--- config.mk ---
export PLATFORM = sky130hd
export DESIGN_NAME = mcbc_front
export DESIGN_NICKNAME = d
export VERILOG_FILES = /design/src/rtl/mcbc_pkg.sv /design/src/rtl/mcbc_front.sv
export SDC_FILE = /design/constraint.sdc
export NUM_CORES = 1
export LEC_CHECK = 0
export CAP_MARGIN = 15
export CORE_UTILIZATION = 59
export CTS_CLUSTER_SIZE = 10
export DETAILED_ROUTE_END_ITERATION = 10
export DONT_BUFFER_PORTS = 1
export PLACE_DENSITY_LB_ADDON = 0.1
export SETUP_SLACK_MARGIN = 0.4
export SLEW_MARGIN = 20
export SYNTH_ARGS = -nofsm -noshare
export SYNTH_HDL_FRONTEND = slang
export SYNTH_SLANG_ARGS = --single-unit
--- constraint.sdc ---
create_clock -name aclk -period 5.2 [get_ports aclk]
set_input_delay 0 -clock aclk [delete_from_list [all_inputs] [get_ports aclk]]
set_output_delay 0 -clock aclk [all_outputs]
set_load 0.03 [all_outputs]
--- src/rtl/mcbc_pkg.sv ---
package mcbc_pkg;

    localparam int OFFSET_BITS_DEF = 32;
    localparam int START_W = 32;
    localparam int LEN_W = 3;
    localparam int STAT_W = 2;
    localparam int FIFO_DEPTH = 2;

    localparam logic [3:0] ENC_MONO     = 4'd0;
    localparam logic [3:0] ENC_BIG5     = 4'd1;
    localparam logic [3:0] ENC_EUC_CN   = 4'd2;
    localparam logic [3:0] ENC_EUC_JP   = 4'd3;
    localparam logic [3:0] ENC_EUC_JIS  = 4'd4;
    localparam logic [3:0] ENC_EUC_KR   = 4'd5;
    localparam logic [3:0] ENC_EUC_TW   = 4'd6;
    localparam logic [3:0] ENC_GB18030  = 4'd7;
    localparam logic [3:0] ENC_GBK      = 4'd8;
    localparam logic [3:0] ENC_JOHAB    = 4'd9;
    localparam logic [3:0] ENC_MULE     = 4'd10;
    localparam logic [3:0] ENC_SJIS     = 4'd11;
    localparam logic [3:0] ENC_SJIS2004 = 4'd12;
    localparam logic [3:0] ENC_UHC      = 4'd13;
    localparam logic [3:0] ENC_UTF8     = 4'd14;

    localparam logic [1:0] ST_VALID   = 2'd0;
    localparam logic [1:0] ST_INVALID = 2'd1;
    localparam logic [1:0] ST_TRUNC   = 2'd2;

    typedef enum logic [1:0] {
        V_MORE = 2'd0,
        V_DONE = 2'd1,
        V_BAD  = 2'd2
    } verdict_t;

    typedef struct packed {
        logic [STAT_W-1:0]  status;
        logic [LEN_W-1:0]   char_length;
        logic [START_W-1:0] char_start;
    } res_t;

    function automatic logic rng(logic [7:0] x, logic [7:0] lo, logic [7:0] hi);
        return (x >= lo) && (x <= hi);
    endfunction

    // verdict for the first k bytes, given the first k-1 were a valid prefix
    function automatic verdict_t stage_f(logic [3:0] enc, logic [7:0] c, logic [7:0] b1,
                                         logic [7:0] x, logic [2:0] k);
        verdict_t v;
        logic [2:0] need;
        v = V_BAD;
        need = (c <= 8'hDF) ? 3'd2 : (c <= 8'hEF) ? 3'd3 : 3'd4;
        case (enc)
            ENC_BIG5: begin
                if (k == 3'd1) v = c < 8'h80 ? V_DONE : rng(c, 8'h81, 8'hFE) ? V_MORE : V_BAD;
                else if (k == 3'd2)
                    v = (rng(x, 8'h40, 8'h7E) || rng(x, 8'hA1, 8'hFE)) ? V_DONE : V_BAD;
            end
            ENC_EUC_CN, ENC_EUC_KR: begin
                if (k == 3'd1)
                    v = c < 8'h80 ? V_DONE
                      : rng(c, 8'hA1, (enc == ENC_EUC_CN) ? 8'hF7 : 8'hFE) ? V_MORE : V_BAD;
                else if (k == 3'd2) v = rng(x, 8'hA1, 8'hFE) ? V_DONE : V_BAD;
            end
            ENC_EUC_JP, ENC_EUC_JIS: begin
                if (k == 3'd1)
                    v = c < 8'h80 ? V_DONE
                      : (c == 8'h8E || c == 8'h8F || rng(c, 8'hA1, 8'hFE)) ? V_MORE : V_BAD;
                else if (k == 3'd2)
                    v = !rng(x, 8'hA1, 8'hFE) ? V_BAD : (c == 8'h8F) ? V_MORE : V_DONE;
                else if (k == 3'd3)
                    v = (c == 8'h8F && rng(x, 8'hA1, 8'hFE)) ? V_DONE : V_BAD;
            end
            ENC_EUC_TW: begin
                if (k == 3'd1)
                    v = c < 8'h80 ? V_DONE
                      : (c == 8'h8E || rng(c, 8'hA1, 8'hFE)) ? V_MORE : V_BAD;
                else if (k == 3'd2) begin
                    if (c == 8'h8E) v = rng(x, 8'hA1, 8'hB0) ? V_MORE : V_BAD;
                    else v = rng(x, 8'hA1, 8'hFE) ? V_DONE : V_BAD;
                end else if (k == 3'd3)
                    v = (c == 8'h8E && rng(x, 8'hA1, 8'hFE)) ? V_MORE : V_BAD;
                else if (k == 3'd4)
                    v = (c == 8'h8E && rng(x, 8'hA1, 8'hFE)) ? V_DONE : V_BAD;
            end
            ENC_GB18030: begin
                if (k == 3'd1) v = (c <= 8'h80 || c == 8'hFF) ? V_DONE : V_MORE;
                else if (k == 3'd2) begin
                    if (rng(x, 8'h40, 8'hFE)) v = (x == 8'h7F) ? V_BAD : V_DONE;
                    else v = rng(x, 8'h30, 8'h39) ? V_MORE : V_BAD;
                end else if (k == 3'd3)
                    v = (rng(b1, 8'h30, 8'h39) && rng(x, 8'h81, 8'hFE)) ? V_MORE : V_BAD;
                else if (k == 3'd4)
                    v = (rng(b1, 8'h30, 8'h39) && rng(x, 8'h30, 8'h39)) ? V_DONE : V_BAD;
            end
            ENC_GBK: begin
                if (k == 3'd1) v = c < 8'h80 ? V_DONE : rng(c, 8'h81, 8'hFE) ? V_MORE : V_BAD;
                else if (k == 3'd2) v = (rng(x, 8'h40, 8'hFE) && x != 8'h7F) ? V_DONE : V_BAD;
            end
            ENC_JOHAB: begin
                if (k == 3'd1) begin
                    if (c < 8'h80) v = V_DONE;
                    else v = (rng(c, 8'h84, 8'hD3) || rng(c, 8'hD8, 8'hDE)
                              || rng(c, 8'hE0, 8'hF9)) ? V_MORE : V_BAD;
                end else if (k == 3'd2) begin
                    if (rng(c, 8'h84, 8'hD3))
                        v = (rng(x, 8'h41, 8'h7E) || rng(x, 8'h81, 8'hFE)) ? V_DONE : V_BAD;
                    else
                        v = (rng(x, 8'h31, 8'h7E) || rng(x, 8'h91, 8'hFE)) ? V_DONE : V_BAD;
                end
            end
            ENC_MULE: begin
                if (k == 3'd1)
                    v = c < 8'h80 ? V_DONE
                      : (rng(c, 8'h81, 8'h8D) || rng(c, 8'h90, 8'h9D)) ? V_MORE : V_BAD;
                else if (k == 3'd2) begin
                    if (rng(c, 8'h81, 8'h8D)) v = x >= 8'hA0 ? V_DONE : V_BAD;
                    else if (rng(c, 8'h90, 8'h99)) v = x >= 8'hA0 ? V_MORE : V_BAD;
                    else if (c == 8'h9A) v = rng(x, 8'hA0, 8'hDF) ? V_MORE : V_BAD;
                    else if (c == 8'h9B) v = rng(x, 8'hE0, 8'hEF) ? V_MORE : V_BAD;
                    else if (c == 8'h9C) v = rng(x, 8'hF0, 8'hF4) ? V_MORE : V_BAD;
                    else if (c == 8'h9D) v = rng(x, 8'hF5, 8'hFE) ? V_MORE : V_BAD;
                end else if (k == 3'd3) begin
                    if (x < 8'hA0) v = V_BAD;
                    else if (rng(c, 8'h90, 8'h9B)) v = V_DONE;
                    else v = rng(c, 8'h9C, 8'h9D) ? V_MORE : V_BAD;
                end else if (k == 3'd4)
                    v = (rng(c, 8'h9C, 8'h9D) && x >= 8'hA0) ? V_DONE : V_BAD;
            end
            ENC_SJIS, ENC_SJIS2004: begin
                if (k == 3'd1) begin
                    if (c < 8'h80 || rng(c, 8'hA1, 8'hDF)) v = V_DONE;
                    else v = (rng(c, 8'h81, 8'h9F) || rng(c, 8'hE0, 8'hFC)) ? V_MORE : V_BAD;
                end else if (k == 3'd2)
                    v = (rng(x, 8'h40, 8'hFC) && x != 8'h7F) ? V_DONE : V_BAD;
            end
            ENC_UHC: begin
                if (k == 3'd1) v = c < 8'h80 ? V_DONE : (c != 8'hFF) ? V_MORE : V_BAD;
                else if (k == 3'd2) begin
                    if (c <= 8'hC6)
                        v = (rng(x, 8'h41, 8'h5A) || rng(x, 8'h61, 8'h7A)
                             || rng(x, 8'h80, 8'hFE)) ? V_DONE : V_BAD;
                    else v = rng(x, 8'hA1, 8'hFE) ? V_DONE : V_BAD;
                end
            end
            ENC_UTF8: begin
                if (k == 3'd1) v = c < 8'h80 ? V_DONE : rng(c, 8'hC0, 8'hF7) ? V_MORE : V_BAD;
                else if (!rng(x, 8'h80, 8'hBF) || k > need) v = V_BAD;
                else v = (k == need) ? V_DONE : V_MORE;
            end
            default: begin
                v = (k == 3'd1) ? V_DONE : V_BAD;
            end
        endcase
        return v;
    endfunction

endpackage

--- src/rtl/mcbc_front.sv ---
module mcbc_front #(
    parameter int OFFSET_BITS = mcbc_pkg::OFFSET_BITS_DEF
) (
    input  logic                aclk,
    input  logic                aresetn,
    input  logic                in_fire,
    input  logic [7:0]          in_byte,
    input  logic                in_last,
    input  logic [3:0]          enc,
    output logic                push,
    output mcbc_pkg::res_t      push_res
);

    logic [7:0]             pend_reg [3];
    logic [1:0]             cnt_reg, cnt_next;
    logic [OFFSET_BITS-1:0] pos_reg, pos_next;
    logic [OFFSET_BITS-1:0] orig_reg, orig_next;
    logic                   skip_reg, skip_next;

    logic [7:0]             seq [4];
    logic [2:0]             n;
    logic [OFFSET_BITS-1:0] origin;
    mcbc_pkg::verdict_t     v1, v2, v3, v4, vlast, verdict;

    always_comb begin
        for (int i = 0; i < 4; i++) begin
            if (i < 3 && 2'(i) < cnt_reg) seq[i] = pend_reg[i];
            else if (2'(i) == cnt_reg && i < 3) seq[i] = in_byte;
            else seq[i] = in_byte;
        end
    end

    assign n      = {1'b0, cnt_reg} + 3'd1;
    assign origin = (cnt_reg == 2'd0) ? pos_reg : orig_reg;

    // every held prefix is judged again under the current encoding
    assign v1 = mcbc_pkg::stage_f(enc, seq[0], seq[1], seq[0], 3'd1);
    assign v2 = mcbc_pkg::stage_f(enc, seq[0], seq[1], seq[1], 3'd2);
    assign v3 = mcbc_pkg::stage_f(enc, seq[0], seq[1], seq[2], 3'd3);
    assign v4 = mcbc_pkg::stage_f(enc, seq[0], seq[1], seq[3], 3'd4);

    always_comb begin
        case (cnt_reg)
            2'd0: vlast = v1;
            2'd1: vlast = (v1 == mcbc_pkg::V_MORE) ? v2 : mcbc_pkg::V_BAD;
            2'd2: vlast = (v1 == mcbc_pkg::V_MORE && v2 == mcbc_pkg::V_MORE)
                          ? v3 : mcbc_pkg::V_BAD;
            default: begin
                vlast = (v1 == mcbc_pkg::V_MORE && v2 == mcbc_pkg::V_MORE
                         && v3 == mcbc_pkg::V_MORE) ? v4 : mcbc_pkg::V_BAD;
            end
        endcase
        verdict = (vlast == mcbc_pkg::V_MORE && n == 3'd4) ? mcbc_pkg::V_BAD : vlast;
    end

    always_comb begin
        cnt_next  = cnt_reg;
        pos_next  = pos_reg;
        orig_next = orig_reg;
        skip_next = skip_reg;
        push      = 1'b0;
        push_res.char_start  = 32'(origin);
        push_res.char_length = n;
        push_res.status = (verdict == mcbc_pkg::V_DONE) ? mcbc_pkg::ST_VALID
                        : (verdict == mcbc_pkg::V_BAD) ? mcbc_pkg::ST_INVALID
                        : mcbc_pkg::ST_TRUNC;
        if (in_fire) begin
            pos_next = in_last ? '0 : pos_reg + 1'b1;
            if (skip_reg) begin
                if (in_last) begin
                    skip_next = 1'b0;
                    cnt_next  = 2'd0;
                end
            end else if (verdict == mcbc_pkg::V_MORE && !in_last) begin
                cnt_next  = n[1:0];
                orig_next = origin;
            end else begin
                push     = 1'b1;
                cnt_next = 2'd0;
                if (verdict == mcbc_pkg::V_BAD && !in_last) skip_next = 1'b1;
            end
        end
    end

    always_ff @(posedge aclk) begin
        if (!aresetn) begin
            cnt_reg  <= 2'd0;
            pos_reg  <= '0;
            orig_reg <= '0;
            skip_reg <= 1'b0;
        end else begin
            cnt_reg  <= cnt_next;
            pos_reg  <= pos_next;
            orig_reg <= orig_next;
            skip_reg <= skip_next;
        end
    end

    always_ff @(posedge aclk) begin
        if (in_fire && !skip_reg && verdict == mcbc_pkg::V_MORE && !in_last
            && cnt_reg != 2'd3) begin
            pend_reg[cnt_reg] <= in_byte;
        end
    end

    a_skip_empty: assert property (@(posedge aclk) disable iff (!aresetn)
        skip_reg |-> cnt_reg == 2'd0)
        else $error("held bytes while skipping");
    a_last_rewinds: assert property (@(posedge aclk) disable iff (!aresetn)
        (in_fire && in_last) |=> pos_reg == '0)
        else $error("offset not restarted after last item");
    a_no_push_skip: assert property (@(posedge aclk) disable iff (!aresetn)
        (in_fire && skip_reg) |-> !push)
        else $error("result while skipping");

endmodule

Word level (Yosys, flattened, before mapping)
Memories as Yosys holds them, arrays and structs flattened.
Cells that the tools add are included.
{ "totals": {"ff_bits": 67, "latch_bits": 0, "mem_bits_rw": 24, "rom_bits": 0, "output_inout_bits": 38, "mem_count": 1} }
{ "op_classes": {"addsub": 2, "multipliers": 0, "div": 0, "n_lt_le_gt_ge": 68, "n_eq_ne": 34, "shift": 0, "mux": 93, "bitwise": 1, "n_reduce_logical": 90} }
{ "memory_table": {"columns": ["name", "depth", "width", "rd", "rd_ports_with_merged_regs", "write_ports", "line", "source"], "rows": [
  ["pend_reg", 3, 8, 3, 0, 1, "mcbc_front.sv:14", "logic [7:0] pend_reg [3];"]
]} }
{ "ops": {"columns": ["cell", "n"], "rows": [
  ["$le A8 B8 Y1 const B", 26],
  ["$ge A8 B8 Y1 const B", 22],
  ["$mux W2", 66],
  ["$mux W32", 2],
  ["$eq A8 B8 Y1 const B", 7],
  ["$logic_and A1 B1 Y1", 56],
  ["$add A32 B1 Y32 const B", 1],
  ["$eq A4 B4 Y1 const B", 7],
  ["$ge A8 B6 Y1 const B", 3],
  ["$ge A8 B7 Y1 const B", 3],
  ["$le A8 B7 Y1 const B", 3],
  ["$mux W8", 3],
  ["$pmux W2 S11", 1],
  ["$pmux W2 S10", 1],
  ["$logic_or A1 B1 Y1", 17],
  ["$eq A4 B3 Y1 const B", 4],
  ["$le A8 B6 Y1 const B", 2],
  ["$lt A8 B8 Y1 const B", 2],
  ["$mux W1", 14],
  ["$logic_not A2 Y1", 6],
  ["$pmux W2 S5", 1],
  ["$eq A4 B2 Y1 const B", 2],
  ["$eq A8 B7 Y1 const B", 1],
  ["$le A8 B8 Y1", 1],
  ["23 further kinds", 37]
]} }

Depth between registers and ports, before layout
Gate-level depths: netlist (run 1).
{ "logic_depth": {"word_depth": 26, "mapped_depth": 25, "mapped_depth_nobuf": 19} }

Least setup slack after synthesis (run 1)
No wires, ideal clock.
{ "synth_path": {"path_type": "reg2reg", "start": "register cnt_reg[1]", "end": "memory pend_reg[0][0] (enable)", "setup_time_ns": 0.332, "arrival_ns": 4.902, "t_required_ns": 4.868, "setup_slack_ns": -0.034, "path_stages_with_launch": 25, "path_buffers": 6, "path_cell_list": "dfxtp_1 -> buf_2 -> buf_4 -> inv_1 -> ha_1 -> buf_6 -> buf_6 -> nand2_1 -> and2_1 -> inv_1 -> ha_1 -> and4b_1 -> o21ba_2 -> o211ai_1 -> a211o_1 -> o311a_1 -> nand4_1 -> or4_1 -> o32ai_1 -> ha_1 -> nand2b_1 -> nor3b_1 -> buf_1 -> clkbuf_1 -> and3_1"} }
{ "synth_via": {"elab_chain_len": 26, "word_cells_on_any_way": 232, "classes_between": "add/sub: 1; order compare: 61; eq/ne: 17; mux: 78; reduce/logical: 75"} }
{ "synth_lines": {"columns": ["element", "line", "source"], "rows": [
  ["start, declared", "mcbc_front.sv:15", "logic [1:0] cnt_reg, cnt_next;"],
  ["start signal, assigned", "mcbc_front.sv:92", "cnt_reg <= cnt_next;"],
  ["$lt A1 B2 Y1", "mcbc_front.sv:27", "if (i < 3 && 2'(i) < cnt_reg) seq[i] = pend_reg[i];"],
  ["$mux W8", "mcbc_front.sv:27", null],
  ["$ge A8 B8 Y1 or $le A8 B8 Y1 (tied branches)", "mcbc_pkg.sv:42", "return (x >= lo) && (x <= hi);"],
  ["$logic_and A1 B1 Y1", "mcbc_pkg.sv:42", null],
  ["$mux W2 (2 in a row)", "mcbc_pkg.sv:121", "else if (c == 8'h9D) v = rng(x, 8'hF5, 8'hFE) ? V_MORE : V_BAD;"],
  ["$mux W2", "mcbc_pkg.sv:120", "else if (c == 8'h9C) v = rng(x, 8'hF0, 8'hF4) ? V_MORE : V_BAD;"],
  ["$mux W2", "mcbc_pkg.sv:119", "else if (c == 8'h9B) v = rng(x, 8'hE0, 8'hEF) ? V_MORE : V_BAD;"],
  ["$mux W2", "mcbc_pkg.sv:118", "else if (c == 8'h9A) v = rng(x, 8'hA0, 8'hDF) ? V_MORE : V_BAD;"],
  ["[8 not listed]", null, null],
  ["$logic_not A2 Y1", "mcbc_front.sv:53", "verdict = (vlast == mcbc_pkg::V_MORE && n == 3'd4) ? mcbc_pkg::V_BAD : vlast;"],
  ["$logic_and A1 B1 Y1", "mcbc_front.sv:53", null],
  ["$mux W2", "mcbc_front.sv:53", null],
  ["$logic_not A2 Y1", "mcbc_front.sv:100", "if (in_fire && !skip_reg && verdict == mcbc_pkg::V_MORE && !in_last"],
  ["$logic_and A1 B1 Y1 (2 in a row)", "mcbc_front.sv:100", null],
  ["$logic_and A1 B1 Y1", "mcbc_front.sv:101", "&& cnt_reg != 2'd3) begin"],
  ["$mux W1", "mcbc_front.sv:100", null],
  ["$mux W1 (not written as such)", "mcbc_front.sv:102", "pend_reg[cnt_reg] <= in_byte;"],
  ["end, declared", "mcbc_front.sv:14", null]
]} }
Several ways; a longest one is shown, not always the timed one.

==> impl_metrics.csv, run 1 <==
group,metric,value,unit
synth,synth_xor_xnor_area_share,3.74,%
global_routing,grt_pass1_wl,28500,um
clock_tree,clock_sinks,91,
global_routing,grt_antenna_before_repair,0,
synth,synth_cell_types,73,
routing,post-route-drc-count,0,
synth,syn_inst,731,
synth,syn-num-nets,757,
routing,dr.pass1.iters,5,
placed_design,hpwlAfterDp,12500,um
critical_path,path_max_fanout,13,
timing,setup_viol,0,
layout,final_common_cell,"dfxtp_1",
floorplanning,core_area,10400,sq um
placed_design,placed_cells,836,
timing,finalCritPeriodShare,89.7,%
clock_tree,clk_latency,370,ps
timing,finalHoldViolations,0,
placed_design,gp_congestion,1.02,
layout,nNetsFinal,756,
critical_path,crit_path_top_delay_cell,"or4_4",
power,power.density,218,nW/um^2
synth,synth_ff_type,"dfxtp_1",
synth,synth_edf_count,24,
clock_tree,numCtsBuffers,9,
critical_path,path_cells,"clkinvlp_4, ha_4, buf_4, buf_4, mux2i_4, nor3b_2, a21oi_1, and4_1, nor4_4, nand4_1, or4_4, o32ai_4, ha_2, nand2b_1, nor3b_2, buf_4, and3_4",
critical_path,path_class,"reg2reg",
timing,period_needed,4660,ps
synth,synth_simple_gate_area_share,26.9,%
synth,yosys_warnings,0,
timing,worst_slew_pin_slew,1010,ps
layout,mostFrequentLayoutCells,"dfxtp_1 (66), nor2_1 (60), nand2_1 (54)",
critical_path,arrival,4740,ps
layout,area_growth,9.85,%
critical_path,required,5280,ps
floorplanning,die_area,11100,sq um
routing,drtAntennaViolNets,0,
synth,muxShareOfSynthArea,12.9,%
critical_path,cp-end-kind,"flip-flop",
flow_run,cap_violations,0,
routing,viasPerCell,6.73,
critical_path,cp-start-kind,"flip-flop",
critical_path,critPathMaxStageDelay,580,ps
synth,ys_ff_latch,91,
synth,async_reset_ff_share,0,%
critical_path,cpMostUsedCell,"buf_4",
timing,fin_hold_ws,50.0,ps
layout,antennaDiodeCount,0,
critical_path,crit_buf_inv,4,
power,p_leak,2.37,nW
clock_tree,clk_pin_slew,100,ps
critical_path,critPathTopFamily,"simple AND/OR/NAND/NOR gates",
placed_design,portBuffers,0,
synth,synth_top_family_by_area,"simple AND/OR/NAND/NOR gates",
timing,rsz0062_at_grt,"false",
timing,max_slew_margin,32.3,%
layout,final_util,67.0,%
hold_path,holdCritPathClass,"in2reg",
timing,fmax,214,MHz
floorplanning,start_util,61.0,%
clock_tree,root_buffer,"clkbuf_8",
floorplanning,rows,37,
global_routing,grt_max_degree,39,
global_routing,grt_overflow,0,
global_routing,grt_pass1_vias,5481,
clock_tree,htreeDepth,3,
critical_path,r2r_slack,540,ps
layout,drive_above_1_share,15.9,%
floorplanning,die_h,106,um
timing,tns,0,ps
routing,wire_per_inst,20.7,um
floorplanning,fp.dieW,106,um
synth,syn_area,6320,sq um
timing,slew_viol_final,0,
timing,fin_skew,19.0,ps
clock_tree,cts_tree,"yes",
floorplanning,pin_count,54,
synth,synth_compound_area_share,17.8,%
synth,seq_area_frac_synth,32.6,%
layout,final_cells,871,
routing,totalWireLength,18000,um
global_routing,track_usage,32.8,%
routing,first_iter_violations,559,
outcome,status,"finished, final reports clean",
routing,vias,5862,
synth,syn_area_per_cell,8.65,sq um
power,vdd_drop_max,0.000200,V
clock_tree,ctsLongestPathBuffers,2,
synth,synthAdderAreaFrac,1.98,%
-- tightest hold or removal path, cell delays in order --
cell,delay [ps]
and4_1,190
xnor2_1,150
nor2_1,40
-- per-layer routing --
metal  routed length (um)  vias up  global-route usage [%]
met1                 7210     2794                    38.9
met4                  894        0                    20.6
met5                    0        -                       0
met3                 1280       63                    6.49
li1                     -     2731                       -
met2                 8660      274                    54.3
-- worst paths after layout --
kind                            depth (start not counted)       start        endpoint
worst min register to register                          2    skip_reg        skip_reg
worst max register to register                         17  cnt_reg[0]  pend_reg[0][6]
worst min-delay path                                    3     in_fire      pos_reg[4]
worst max-delay path                                   17  cnt_reg[0]  pend_reg[0][6]
-- report_power, final --
group          internal, W  switching (W)  total [W]
registers         0.000731     0.00000742   0.000738
logic             0.000105       0.000146   0.000251
clock network     0.000257       0.000271   0.000527
-- stage by stage --
| stage | setup WS (ps) | total power (W) | cell area [sq um] |
|---|---|---|---|
| final | 537 | 0.00152 | 6950 |
| after floorplan | 385 | 0.000940 | 6330 |
| after global routing | 371 | 0.00157 | 6950 |
| after global placement | 261 | 0.000967 | 6400 |
| after CTS | 432 | 0.00150 | 6750 |
| after detailed placement | 118 | 0.000967 | 6400 |
-- repair_timing --
item,CTS,global route
pin swaps,0,9
hold endpoints to repair,63,0
setup buffers,0,9
resized for setup,8,29
hold buffers,10,0
setup endpoints to repair,58,58
-- synth_stat cells (4+ instances only) --
master	count	area, sq um
inv_1	15	56.3
or3b_2	6	52.6
dfxtp_1	67	1340
or4_1	5	37.5
nand3b_1	13	97.6
o211ai_1	6	45.0
and4_1	7	61.3
and2_1	10	62.6
a31oi_1	4	25.0
or3_1	6	37.5
a32oi_1	4	35.0
o21ai_0	35	175
a2111oi_0	4	35.0
mux2i_1	43	430
nand2_1	56	210
nand2b_1	9	56.3
xor2_1	20	175
edfxtp_1	24	721
o22ai_1	6	37.5
ha_1	10	125
nor3_1	16	80.1
nand4_1	10	62.6
buf_2	8	40.0
nor2b_1	41	257
o22a_1	5	43.8
mux2_2	33	372
a21oi_1	23	115
nor3b_1	7	52.6
o32ai_1	7	61.3
xnor2_1	7	61.3
o31ai_1	6	45.0
a211oi_1	12	90.1
o32a_1	4	40.0
nand3_1	25	125
a211o_1	5	43.8
nor2_1	60	225
a22oi_1	5	37.5
and3_1	15	93.8
clkbuf_1	27	101
nor4_1	8	50.1
-- final cells by class --
| class | count | area, sq um |
|---|---|---|
| clock buffer | 10 | 149 |
| tap | 136 | 170 |
| multi-input combinational | 582 | 4170 |
| inverter | 15 | 60.1 |
| fill | 869 | 3420 |
| clock inverter | 6 | 68.8 |
| sequential | 91 | 2070 |
| timing repair buffer | 31 | 267 |
-- kinds of logic (layout without fill, tap and decap cells) --
| group | Yosys count | in the layout |
|---|---|---|
| AND/OR/NAND/NOR | 310 | 310 |
| AO/OA/AOI/OAI | 158 | 158 |
| flip-flops | 91 | 91 |
| multiplexers | 77 | 77 |
| buffers and inverters | 58 | 62 |
| XOR/XNOR | 27 | 27 |
| adder cells (fa/ha/maj) | 10 | 10 |
Power figures use the tool's default switching activity.
==> inputs of run 2 (changes only) <==
--- a/config.mk
+++ b/config.mk
@@ -6,7 +6,7 @@
 export NUM_CORES = 1
 export LEC_CHECK = 0
 export CAP_MARGIN = 15
-export CORE_UTILIZATION = 59
+export CORE_UTILIZATION = 64
 export CTS_CLUSTER_SIZE = 10
 export DETAILED_ROUTE_END_ITERATION = 10
 export DONT_BUFFER_PORTS = 1
==> constraint.sdc (replaced) <==
create_clock -name aclk -period 5 [get_ports aclk]
set_input_delay 0 -clock aclk [delete_from_list [all_inputs] [get_ports aclk]]
set_output_delay 0 -clock aclk [all_outputs]
set_load 0.03 [all_outputs]
==> run 2 against run 1 <==
- clock power decreased by 13%
- count of clock-buffer cells in the layout decreased by 1
- hold slack got worse by 4.5 ps
- sequential cell count unchanged
- sequential power increased by 4.1%
- highest routed layer unchanged
==> impl_metrics.csv, run 2 (synthesis gave the netlist of run 1 again) <==
group,metric,value,unit
global_routing,grt_max_degree,36,
placed_design,hpwlAfterDp,13100,um
layout,nNetsFinal,761,
timing,period_needed,4490,ps
layout,n_fill_cell,667,
layout,drive_above_1_share,16.2,%
timing,fmax,223,MHz
hold_path,holdCritPathClass,"in2reg",
power,netSwitchingFraction,29.2,%
power,power.density,216,nW/um^2
critical_path,critPathMaxStageDelay,530,ps
floorplanning,fp.dieW,101,um
power,combPwrFrac,18.3,%
timing,setup_viol,0,
critical_path,cp-end-kind,"flip-flop",
routing,viasPerCell,6.93,
clock_tree,clk_pin_slew,100,ps
routing,drtAntennaViolNets,0,
clock_tree,htreeDepth,3,
floorplanning,rows,35,
layout,final_util,73.9,%
floorplanning,core_area,9420,sq um
global_routing,grt_pass1_wl,30300,um
timing,fin_skew,21.3,ps
layout,final_common_cell,"dfxtp_1",
critical_path,crit_buf_inv,5,
critical_path,reg2reg_to,"orig_reg[9]",
critical_path,required,5240,ps
power,intPower,0.00106,W
layout,antennaDiodeCount,0,
global_routing,grt_overflow,0,
timing,slew_viol_final,0,
floorplanning,start_util,67.2,%
floorplanning,die_h,101,um
critical_path,arrival,4740,ps
hold_path,hold_end,"pos_reg[4]",
placed_design,gp_congestion,1.04,
placed_design,portBuffers,0,
power,clkPwrFrac,30.6,%
clock_tree,clock_sinks,91,
critical_path,path_class,"reg2reg",
critical_path,r2r_cells,22,
hold_path,hold_path_startpoint,"in_fire",
critical_path,cp-start-kind,"flip-flop",
clock_tree,numCtsBuffers,9,
routing,vias,6018,
routing,totalWireLength,19200,um
timing,max_slew_margin,29.0,%
layout,area_growth,9.97,%
flow_run,cap_violations,0,
hold_path,hold_depth,3,
timing,finalHoldViolations,0,
critical_path,critPathTopFamily,"simple AND/OR/NAND/NOR gates",
power,seq_power_share,51.1,%
outcome,status,"finished, final reports clean",
power,vdd_drop_max,0.000256,V
critical_path,path_max_fanout,7,
critical_path,r2r_slack,510,ps
routing,wire_per_inst,22.1,um
clock_tree,ctsLongestPathBuffers,2,
clock_tree,root_buffer,"clkbuf_8",
timing,worst_slack,507,ps
global_routing,grt_pass1_vias,5797,
clock_tree,cts_tree,"yes",
routing,first_iter_violations,443,
timing,rsz0062_at_grt,"false",
critical_path,r2r_start,"cnt_reg[1]",
power,p_leak,2.41,nW
layout,fin_area,6950,sq um
layout,mostFrequentLayoutCells,"dfxtp_1 (65), nor2_1 (60), nand2_1 (56)",
floorplanning,die_area,10300,sq um
floorplanning,pin_count,54,
critical_path,path_cells,"inv_4, ha_4, nand2b_4, and2_4, inv_1, ha_1, and4b_1, o21ba_2, o211ai_1, a211o_1, o311a_1, nand4_1, or4_4, o32ai_2, ha_2, nand2b_1, nor3b_4, buf_6, buf_12, buf_4, mux2i_2, nor2b_1",
global_routing,track_usage,38.3,%
power,netSwitchingPower,0.000439,W
global_routing,grt_antenna_before_repair,0,
timing,tns,0,ps
clock_tree,clk_latency,360,ps
routing,dr.pass1.iters,5,
timing,worst_slew_pin_slew,1060,ps
critical_path,crit_path_top_delay_cell,"or4_4",
routing,post-route-drc-count,0,
timing,finalCritPeriodShare,89.9,%
placed_design,place_area,6440,sq um
placed_design,preCtsSetupSlack,374,ps
-- run 2: worst reg2reg max path, cell delays in order, from the launching register on --
cell	delay (ps)
dfxtp_4	380
inv_4	90
ha_4	180
nand2b_4	150
and2_4	160
inv_1	60
ha_1	290
and4b_1	180
o21ba_2	210
o211ai_1	280
a211o_1	170
o311a_1	170
nand4_1	150
or4_4	540
o32ai_2	110
ha_2	220
nand2b_1	100
nor3b_4	190
buf_6	150
buf_12	130
buf_4	160
mux2i_2	240
nor2b_1	90
-- run 2: layout make-up --
cell class / instances / area (sq um) / share of cell area (%)
clock inverters: 7 / 60.1 / 0.864
flip-flops and latches: 91 / 2070 / 29.7
repair buffers: 36 / 354 / 5.09
well taps: 129 / 161 / 2.32
inverters: 15 / 58.8 / 0.846
clock buffers: 9 / 124 / 1.78
multi-input cells: 582 / 4130 / 59.4
-- run 2: repair_timing --
item,CTS,global route
resized for setup,4,20
cloned,1,1
endpoints found under the setup margin,36,58
buffers inserted,5,5
hold endpoints to repair,63,0
hold buffers,10,0
pin swaps,1,5
-- run 2: through the flow --
| stage | hold WS, ps | instances | power [W] |
|---|---|---|---|
| floorplan | 98.9 | 731 | 0.000981 |
| global placement | 99.8 | 831 | 0.00101 |
| detailed placement | 99.9 | 831 | 0.00102 |
| CTS | 29.4 | 863 | 0.00149 |
| global route | 78.2 | 869 | 0.00156 |
| finish | 45.5 | 869 | 0.00150 |
-- run 2: worst max-delay path by stage --
| stage | cells past startpoint | startpoint | to | slack, ps |
|---|---|---|---|---|
| 2_1_floorplan | 24 | cnt_reg[1] | pend_reg[0][0] | 430 |
| 3_3_place_gp | 15 | cnt_reg[1] | pend_reg[0][4] | 530 |
| 3_5_place_dp | 21 | cnt_reg[1] | orig_reg[26] | 370 |
| 4_1_cts | 21 | cnt_reg[0] | orig_reg[26] | 410 |
| 5_1_grt | 19 | cnt_reg[1] | orig_reg[9] | 410 |
| 6_report | 22 | cnt_reg[1] | orig_reg[9] | 510 |
-- run 2: power groups by stage --
stage,clock network (W),logic [W],registers (W)
after floorplan,0,0.000200,0.000781
after global routing,0.000496,0.000291,0.000769
after detailed placement,0,0.000230,0.000785
after CTS,0.000463,0.000255,0.000768
final,0.000460,0.000275,0.000768
after global placement,0,0.000228,0.000785
-- run 2: per-layer routing --
metal  global-route usage [%]  vias to the layer above  routed length (um)  share of wire, %
met4                     20.1                        0                1020               5.3
met1                     44.7                     2849                7280                38
met5                        0                        -                   0                 0
li1                         -                     2741                   -                 -
met3                     7.87                       95                1530               8.0
met2                     66.5                      333                9350                49
